===== src/rtl/utd_pkg.sv =====
// Package for the UTF-8 to UCS-2 decoder: byte class constants, state widths
// and the structs passed between the decode logic and the result stage.
// No dependencies.
`default_nettype none

package utd_pkg;

    localparam int BYTE_W    = 8;
    localparam int UNIT_W    = 16;
    localparam int PARTIAL_W = 10;
    localparam int LEFT_W    = 2;
    localparam int SIX_W     = 6;

    localparam logic [BYTE_W-1:0] ASCII_MAX   = 8'h7f;
    localparam logic [BYTE_W-1:0] LEAD2_MASK  = 8'he0;
    localparam logic [BYTE_W-1:0] LEAD2_VALUE = 8'hc0;
    localparam logic [BYTE_W-1:0] LEAD3_MASK  = 8'hf0;
    localparam logic [BYTE_W-1:0] LEAD3_VALUE = 8'he0;

    localparam logic [LEFT_W-1:0] LEFT_NONE = 2'd0;
    localparam logic [LEFT_W-1:0] LEFT_ONE  = 2'd1;
    localparam logic [LEFT_W-1:0] LEFT_TWO  = 2'd2;

    typedef struct packed {
        logic [UNIT_W-1:0] code_unit;
        logic              bad_lead;
        logic              ends_string;
    } result_t;

    typedef struct packed {
        logic    emit;
        result_t result;
    } decode_out_t;

endpackage

`default_nettype wire


===== src/rtl/utd_decode.sv =====
// Byte decoder: holds the partial character state and classifies one byte.
// Depends on utd_pkg.
`default_nettype none

module utd_decode
    import utd_pkg::*;
(
    input  wire logic              clk,
    input  wire logic              rst_n,
    input  wire logic              advance,
    input  wire logic [BYTE_W-1:0] byte_val,
    input  wire logic              last,
    output decode_out_t            dec
);

    logic [PARTIAL_W-1:0] partial_reg, partial_next;
    logic [LEFT_W-1:0]    left_reg, left_next;
    logic [SIX_W-1:0]     six;

    assign six = byte_val[SIX_W-1:0];

    always_comb
    begin
        partial_next = partial_reg;
        left_next    = left_reg;
        dec          = '0;
        if (left_reg != LEFT_NONE)
        begin
            if (left_reg == LEFT_ONE)
            begin
                dec.emit             = 1'b1;
                dec.result.code_unit = {partial_reg, six};
                partial_next         = '0;
                left_next            = LEFT_NONE;
            end
            else
            begin
                partial_next = {partial_reg[PARTIAL_W-SIX_W-1:0], six};
                left_next    = LEFT_ONE;
            end
        end
        else if (byte_val <= ASCII_MAX)
        begin
            dec.emit             = 1'b1;
            dec.result.code_unit = {{(UNIT_W-BYTE_W){1'b0}}, byte_val};
        end
        else if ((byte_val & LEAD2_MASK) == LEAD2_VALUE)
        begin
            partial_next = {{(PARTIAL_W-5){1'b0}}, byte_val[4:0]};
            left_next    = LEFT_ONE;
        end
        else if ((byte_val & LEAD3_MASK) == LEAD3_VALUE)
        begin
            partial_next = {{(PARTIAL_W-4){1'b0}}, byte_val[3:0]};
            left_next    = LEFT_TWO;
        end
        else
        begin
            dec.emit            = 1'b1;
            dec.result.bad_lead = 1'b1;
        end
        dec.result.ends_string = last;
        if (last)
        begin
            partial_next = '0;
            left_next    = LEFT_NONE;
        end
    end

    always_ff @(posedge clk or negedge rst_n)
    begin
        if (!rst_n)
        begin
            partial_reg <= '0;
            left_reg    <= LEFT_NONE;
        end
        else if (advance)
        begin
            partial_reg <= partial_next;
            left_reg    <= left_next;
        end
    end

endmodule

`default_nettype wire


===== src/rtl/utd_out_stage.sv =====
// Result register: holds one decoded code unit until the consumer takes it.
// Depends on utd_pkg.
`default_nettype none

module utd_out_stage
    import utd_pkg::*;
(
    input  wire logic        clk,
    input  wire logic        rst_n,
    input  wire logic        advance,
    input  wire decode_out_t dec,
    input  wire logic        out_stall,
    output logic             out_valid,
    output logic             free,
    output result_t          result
);

    logic    valid_reg;
    result_t result_reg;

    assign free      = !valid_reg || !out_stall;
    assign out_valid = valid_reg;
    assign result    = result_reg;

    always_ff @(posedge clk or negedge rst_n)
    begin
        if (!rst_n)
            valid_reg <= 1'b0;
        else if (advance)
            valid_reg <= dec.emit;
        else if (!out_stall)
            valid_reg <= 1'b0;
    end

    always_ff @(posedge clk)
    begin
        if (advance && dec.emit)
            result_reg <= dec.result;
    end

endmodule

`default_nettype wire


===== src/rtl/utf8_to_ucs2_decoder.sv =====
// UTF-8 to UCS-2 decoder top level: input register, byte decoder, result register.
// Path: a byte is held in the input register, then its code unit in the result
// register, where out_valid rises; out_stall can hold either register.
// Throughput: one byte per cycle; a byte advances whenever the result register
// is empty or being taken, so in_stall follows out_stall.
// Reset: rst_n clears the valid flags and the partial character state.
`default_nettype none

module utf8_to_ucs2_decoder
    import utd_pkg::*;
(
    input  wire logic              clk,
    input  wire logic              rst_n,
    input  wire logic              in_valid,
    output logic                   in_stall,
    input  wire logic [BYTE_W-1:0] byte_in,
    input  wire logic              end_of_string,
    output logic                   out_valid,
    input  wire logic              out_stall,
    output logic [UNIT_W-1:0]      code_unit,
    output logic                   bad_lead,
    output logic                   ends_string
);

    logic              in_valid_reg;
    logic [BYTE_W-1:0] byte_reg;
    logic              last_reg;
    logic              free;
    logic              advance;
    logic              accept;
    decode_out_t       dec;
    result_t           result;

    assign advance  = in_valid_reg && free;
    assign in_stall = in_valid_reg && !free;
    assign accept   = in_valid && !in_stall;

    // hold the transaction until the decoder takes it
    always_ff @(posedge clk or negedge rst_n)
    begin
        if (!rst_n)
            in_valid_reg <= 1'b0;
        else if (accept)
            in_valid_reg <= 1'b1;
        else if (advance)
            in_valid_reg <= 1'b0;
    end

    always_ff @(posedge clk)
    begin
        if (accept)
        begin
            byte_reg <= byte_in;
            last_reg <= end_of_string;
        end
    end

    utd_decode u_decode (
        .clk      (clk),
        .rst_n    (rst_n),
        .advance  (advance),
        .byte_val (byte_reg),
        .last     (last_reg),
        .dec      (dec)
    );

    utd_out_stage u_out (
        .clk       (clk),
        .rst_n     (rst_n),
        .advance   (advance),
        .dec       (dec),
        .out_stall (out_stall),
        .out_valid (out_valid),
        .free      (free),
        .result    (result)
    );

    assign code_unit   = result.code_unit;
    assign bad_lead    = result.bad_lead;
    assign ends_string = result.ends_string;

endmodule

`default_nettype wire


===== config.mk =====
export PLATFORM = sky130hd
export DESIGN_NAME = utf8_to_ucs2_decoder
export DESIGN_NICKNAME = d
export VERILOG_FILES = /design/src/rtl/utd_pkg.sv /design/src/rtl/utd_decode.sv /design/src/rtl/utd_out_stage.sv /design/src/rtl/utf8_to_ucs2_decoder.sv
export SDC_FILE = /design/constraint.sdc
export NUM_CORES = 1
export LEC_CHECK = 0
export CORE_ASPECT_RATIO = 1.4
export CORE_MARGIN = 4
export CORE_UTILIZATION = 25
export DETAILED_ROUTE_END_ITERATION = 10
export DONT_BUFFER_PORTS = 1
export PLACE_DENSITY = 0.49
export SYNTH_ARGS = -nofsm -noshare
export SYNTH_HDL_FRONTEND = slang
export SYNTH_SLANG_ARGS = --single-unit

===== constraint.sdc =====
create_clock -name clk -period 2.7 [get_ports clk]
set_clock_uncertainty 0.15 [all_clocks]
set_input_delay 0.54 -clock clk [delete_from_list [all_inputs] [get_ports clk]]
set_output_delay 0.54 -clock clk [all_outputs]
set_load 0.01 [all_outputs]

==> results of run 1 <==
## cells in the final DEF, fill, tap and decap left out, types with 4 or more instances in the layout
| cell | n |
|---|---|
| o21ai_1 | 5 |
| nor4_1 | 4 |
| nor2_1 | 6 |
| a311o_1 | 4 |
| clkbuf_8 | 6 |
| and2_1 | 20 |
| nand2_1 | 13 |
| a22oi_1 | 5 |
| dfrtp_1 | 14 |
| edfxtp_1 | 27 |
## repair_timing
item                                   in CTS  in global routing
gates resized for setup                     0                  0
hold buffers                                1                  0
endpoints found under the hold margin      14                  0
## critical path, cell delays in order (launching register included)
cell	delay [ns]
edfxtp_1	0.43
nand2_2	0.09
a311oi_4	0.53
nor2_1	0.07
nor2_1	0.10
buf_4	0.26
## kinds of logic after synthesis
| kind of cell | Yosys count | synth area share |
|---|---|---|
| multiplexers | 1 | 0.008933 |
| buffers and inverters | 8 | 0.02308 |
| AND/OR/NAND/NOR | 54 | 0.1765 |
| AO/OA/AOI/OAI | 22 | 0.1005 |
| flip-flops | 41 | 0.6910 |
## through the flow
stage | cell area, µm² | utilization | hold WS (ns)
floorplan | 1680 | - | 0.09441
global placement | 1768 | 0.2691 | 0.09507
detailed placement | 1768 | 0.2691 | 0.09489
CTS | 1894 | 0.2884 | 0.1847
global route | 1894 | 0.2884 | 0.1834
finish | 1894 | 0.2884 | 0.1898
## report_power, final
part	total (W)	internal, W	switching [W]
clock	0.000498	0.000301	0.000197
sequential	0.000886	0.000790	0.0000962
combinational	0.000179	0.0000797	0.0000991
total	0.00156	0.00117	0.000392
## area by class of cell
class,instances,area share
clock inverter,1,0.01585
multi-input combinational,77,0.2536
timing repair buffer,4,0.01717
tap,74,0.04888
sequential,41,0.6129
inverter,3,0.005945
clock buffer,7,0.04557
## layer usage
metal / GRT usage / vias to the layer above
li1: - / 468
met1: 0.08089 / 472
met2: 0.1428 / 29
met3: 0.03190 / 7
met4: 0.04835 / 0
met5: 0 / -
## worst paths after layout
path / startpoint / end / slack [ns]
worst max-delay path: byte_reg[5] / u_out.result[16] / 0.75
max in group asynchronous: rst_n / u_decode.partial_reg[6] / 1.38
worst max register to register: byte_reg[5] / u_out.result[16] / 0.75
min in group asynchronous: rst_n / u_decode.left_reg[1] / 0.58
worst min register to register: u_decode.partial_reg[4] / u_decode.partial_reg[4] / 0.37
worst min-delay path: byte_in[4] / byte_reg[4] / 0.19
==> summary.md, run 1 <==
| Metric | Value |
|---|---|
| Final std cells w/o fill | a little over 200 |
| Top Layer Used | met4 |
| Fmax | just over 0.5 GHz |
| Clk root buf | clkbuf_8 |
| Mean routed wirelength per cell | between 15 and 20 µm |
| Synth Cell Area | about 1700 µm² |
| Overall Power | between 0.0015 and 0.002 W |
| Worst slew margin | 0.5385 |
| YS warnings | 0 |
| Total clock sinks | 41 |
| Num ports | 33 |
| Via/cell ratio | roughly 4.7 |
| Crit end category | flip-flop |
| TritonCTS clock tree | done |
| Async SR Flop Fraction | 0.3415 |
| Vias in the first global route | 1,000 |
| Post-synth top area share | 0.4825 |
| Final wirelength | 3.128 mm |
| Clock transition at the registers of the reported paths | 0.07 ns |
| Setup CP Type | reg -> reg |
| Number of diodes | 0 |
| Synth cell count leaders | edfxtp_1, and2_1, dfrtp_1 |
| Synthesized area per cell | ~13 µm² |
| Register area | around 1200 µm² |
| Final worst slack | roughly 0.75 ns |
| Most frequent cell after synthesis | edfxtp_1 |
| Distinct cell type count after synthesis | 27 |
| Sum Neg Setup Slack | 0 ns |
| Final setup fails | 0 |
| All-layer global routing usage | 0.08189 |
| WP data required | roughly 2.5 ns |
| Number of flip-flops in the largest register | 18 |
| Die width | 77.29 µm |
| I/O Buffers | 0 |
| Max FO, Critical Path | 18 |
| RePlAce Congestion | between 0.8 and 0.9 |
| Max cap viols | 0 |
| Crit share post-route | 0.7229 |
| Global-route wire length before repair | around 5 mm |
| Initial core utilization | 0.2558 |
| Global route overflow | 0 |
| Status | completed |
| Place WS | 0.6836 ns |
| Cells after Synth | 126 |
| Die Ht | around 110 µm |
| DR WL met3 | around 190 µm |
| Placed Instances | 198 |
| Fin nets | roughly 150 |
| Register area share after synthesis | 0.6910 |
| CP Data Arrival Time | around 1.8 ns |
| Core Region | 6569 µm² |
| Number of flops mapped to enable cells by yosys | 27 |
| Clock Tree Buf Depth | 2 |
| Worst hold stages | 0 |
| Vias | 976 |
| Drt pass-1 iters | 4 |
| Primary flip-flop cell chosen by synthesis mapping | edfxtp_1 |
| Largest net degree at the start of global routing | 19 |
| Max VDD drop | ~270 µV |
| 1st-iter DRT viols | 84 |
| Share of cells above drive strength 1 | 0.1203 |
| Remaining antenna violation count | 0 |
| Latest clock arrival within the worst-skew pair | ~0.29 ns |
| HPWL Detailed | roughly 2.4 mm |
| H-tree level count | 2 |
| RSZ-0062 raised after global routing | false |
| Initial antenna violation count | 0 |
| Area growth syn-to-layout | 12.73% |
| Fillers | 663 |
| Multi-input logic area | roughly 480 µm² |
| Top area cells in the synthesized netlist | edfxtp_1, dfrtp_1, and2_1 |
| Final hold violations | 0 |
| DRT met1 WL | about 1.2 mm |
| Die area | ~8000 µm² |
| PD cells | between 800 and 900 nW/µm² |
| CP startpoint kind | flip-flop |
| Seq cells post-synth | a little over 40 |
| Period minus WS final | about 2 ns |
| Routed met2 length | about 1.6 mm |
| Hold/Removal Path Class | in -> reg |
| Post-CTS setup buffers | 0 |
| Post-route DRC | 0 |
| Area leader, netlist | edfxtp_1 |
| CTS Buf Count | 5 |
| Static leakage | about 0.71 nW |
| Worst Tran Pin Value | about 0.69 ns |
| Max-slew violations | 0 |
| Row count | 35 |
| Mapped Nets | 139 |
| Reg2reg path depth | 5 |
No activity file was read; power rests on OpenSTA's default activity.
==> run 2, diff against run 1 <==
--- a/config.mk
+++ b/config.mk
@@ -10,7 +10,7 @@
 export CORE_UTILIZATION = 25
 export DETAILED_ROUTE_END_ITERATION = 10
 export DONT_BUFFER_PORTS = 1
-export PLACE_DENSITY = 0.49
+export PLACE_DENSITY = 0.51
 export SYNTH_ARGS = -nofsm -noshare
 export SYNTH_HDL_FRONTEND = slang
 export SYNTH_SLANG_ARGS = --single-unit
==> constraint.sdc (replaced) <==
create_clock -name clk -period 1.75 [get_ports clk]
set_clock_uncertainty 0.15 [all_clocks]
set_input_delay 0.35 -clock clk [delete_from_list [all_inputs] [get_ports clk]]
set_output_delay 0.35 -clock clk [all_outputs]
set_load 0.01 [all_outputs]
==> summary.md, run 2 (synthesis results as in run 1) <==
| Metric | Value |
|---|---|
| Status | completed (unchanged) |
| PD cells | 1197 nW/µm² (was 824.8 nW/µm²) |
| Area growth syn-to-layout | 24.20% (was 12.73%) |
| Max cap viols | 0 (unchanged) |
| Place WS | 0.04371 ns (was 0.6836 ns) |
| Remaining antenna violation count | 0 (unchanged) |
| CP startpoint kind | flip-flop (unchanged) |
| Global-route wire length before repair | 5.796 mm (was 5.099 mm) |
| R2R Setup Slk | 0.05 ns (was 0.75 ns) |
| Total clock sinks | 41 (unchanged) |
| Die width | 77.29 µm (unchanged) |
| Crit path from | byte_reg[7] (was byte_reg[5]) |
| Initial antenna violation count | 0 (unchanged) |
| Die Ht | 105.0 µm (unchanged) |
| Min Hold Slack | 0.01630 ns (was 0.1898 ns) |
| Clock Tree Buf Depth | 2 (unchanged) |
| I/O Buffers | 0 (unchanged) |
| 1st-iter DRT viols | 92 (was 84) |
| Core Region | 6569 µm² (unchanged) |
| Setup CP Type | reg -> reg (unchanged) |
| Sum Neg Setup Slack | 0 ns (unchanged) |
| Number of diodes | 0 (unchanged) |
| Crit share post-route | 0.9724 (was 0.7229) |
| Drt pass-1 iters | 4 (unchanged) |
| Worst Path Buf+Inv | 1 (unchanged) |
| TritonCTS clock tree | done (unchanged) |
| Final setup fails | 0 (unchanged) |
| Largest net degree at the start of global routing | 19 (unchanged) |
| RSZ-0062 raised after global routing | true (was false) |
| WP data required | 1.78 ns (was 2.53 ns) |
| Routed met2 length | 1.762 mm (was 1.649 mm) |
| CTS Buf Count | 5 (unchanged) |
| Max VDD drop | 341.7 µV (was 272.8 µV) |
| Reg-to-Reg End | u_decode.partial_reg[4] (was u_out.result[16]) |
| DRT met1 WL | 1.320 mm (was 1.194 mm) |
| Vias | 1,075 (was 976) |
| Final wirelength | 3.409 mm (was 3.128 mm) |
| Commonest non-fill, non-tap cell in the layout | edfxtp_1 (unchanged) |
| Vias in the first global route | 1,188 (was 1,000) |
| Max-slew violations | 0 (unchanged) |
| Cell area after layout | 2087 µm² (was 1894 µm²) |
| WP depth | 4 (was 5) |
| Post-CTS setup buffers | 0 (unchanged) |
| Via/cell ratio | 4.778 (was 4.715) |
| Global route overflow | 0 (unchanged) |
| Static leakage | 0.7969 nW (was 0.7075 nW) |
| Max FO, Critical Path | 7 (was 18) |
| Top Layer Used | met4 (unchanged) |
| Reg2reg path depth | 4 (was 5) |
| Final worst slack | 0.04832 ns (was 0.7482 ns) |
| Latest clock arrival within the worst-skew pair | 0.29 ns (about the same) |
| All-layer global routing usage | 0.09168 (was 0.08189) |
| CP Data Arrival Time | 1.73 ns (was 1.78 ns) |
| Clk root buf | clkbuf_8 (unchanged) |
| Placed Instances | 207 (was 198) |
| Hold/Removal Path Class | in -> reg (unchanged) |
| HPWL Detailed | 2.522 mm (was 2.370 mm) |
| Final std cells w/o fill | 225 (was 207) |
| Number of flip-flops in the largest register | 18 (unchanged) |
| Critical path cell sequence | a311oi_4, buf_6, a21oi_2, mux2_4 (was nand2_2, a311oi_4, nor2_1, nor2_1, buf_4) |
| Critical Path End | u_decode.partial_reg[4] (was u_out.result[16]) |
| Clock transition at the registers of the reported paths | 0.07 ns (about the same) |
| Worst Tran Pin Value | 0.6553 ns (was 0.6900 ns) |
| Share of cells above drive strength 1 | 0.1788 (was 0.1203) |
| Final hold violations | 0 (unchanged) |
| Slowest CP cell | a311oi_4 (unchanged) |
| Commonest non-fill, non-tap cells in the layout | edfxtp_1, and2_1, dfrtp_1, nand2_1, dlygate4sd3_1 (was edfxtp_1, and2_1, dfrtp_1, nand2_1) |
| DR WL met3 | 169 µm (was 186 µm) |
| Initial core utilization | 0.2558 (unchanged) |
| Mean routed wirelength per cell | 15.15 µm (was 15.11 µm) |
| Fmax | 0.5877 GHz (was 0.5123 GHz) |
| Worst r2r src | byte_reg[7] (was byte_reg[5]) |
| Die area | 8116 µm² (unchanged) |
| Period minus WS final | 1.702 ns (was 1.952 ns) |
| Fin nets | 163 (was 145) |
| Num ports | 33 (unchanged) |
| CP max stage delay | 0.45 ns (was 0.53 ns) |
| Placed Area | 1863 µm² (was 1768 µm²) |
| Worst slew margin | 0.5617 (was 0.5385) |
| Post-route DRC | 0 (unchanged) |
| RePlAce Congestion | 0.8431 (was 0.8570) |
| Crit end category | flip-flop (unchanged) |
| Top delay family on crit path | compound AO/OA/AOI/OAI gates (unchanged) |
| Row count | 35 (unchanged) |
| H-tree level count | 2 (unchanged) |
-- run 2: how the worst min path moves through the flow --
stage,slack (ns),cells past startpoint,start,endpoint
after floorplan,-0.1,0,rst_n,in_valid_reg
after global placement,-0.1,0,rst_n,u_decode.partial_reg[6]
after detailed placement,-0.1,0,rst_n,u_decode.partial_reg[9]
after CTS,0.009,1,in_valid,in_valid_reg
after global routing,0.03,1,in_valid,in_valid_reg
final,0.02,1,in_valid,in_valid_reg
-- run 2: worst register-to-register path, cell delays in order, from the launching register on --
cell and delay, ns:
edfxtp_1 0.43, a311oi_4 0.45, buf_6 0.19, a21oi_2 0.07, mux2_4 0.30
-- run 2: layer usage --
metal	vias up	GRT usage
met3	13	0.02586
met2	41	0.1557
met4	0	0.06489
met1	513	0.09579
met5	-	0
li1	508	-
-- run 2: power breakdown --
group / switching, W / total [W] / internal, W
Clock: 0.000307 / 0.000772 / 0.000465
Combinational: 0.000192 / 0.000370 / 0.000178
Sequential: 0.000140 / 0.00136 / 0.00122
Total: 0.000639 / 0.00250 / 0.00186
-- run 2: final cells by class --
cell class                 count  area [µm²]
clock inverter                 1       30.03
fill                         639        4482
inverter                       3       11.26
tap                           74       92.59
clock buffer                   7       86.33
multi-input combinational     77       495.5
sequential                    41        1161
timing repair buffer          22       210.2
-- run 2: repair_timing --
item                       CTS  global route
hold endpoints to repair    23             0
hold buffers                10             0
resized for setup            0             2
setup endpoints to repair    0             9
-- run 2: through the flow --
step / util / power (W)
6_report: 0.3177 / 0.002499
5_1_grt: 0.3177 / 0.002630
4_1_cts: 0.3166 / 0.002528
3_5_place_dp: 0.2836 / 0.001719
3_3_place_gp: 0.2836 / 0.001699
2_1_floorplan: - / 0.001579
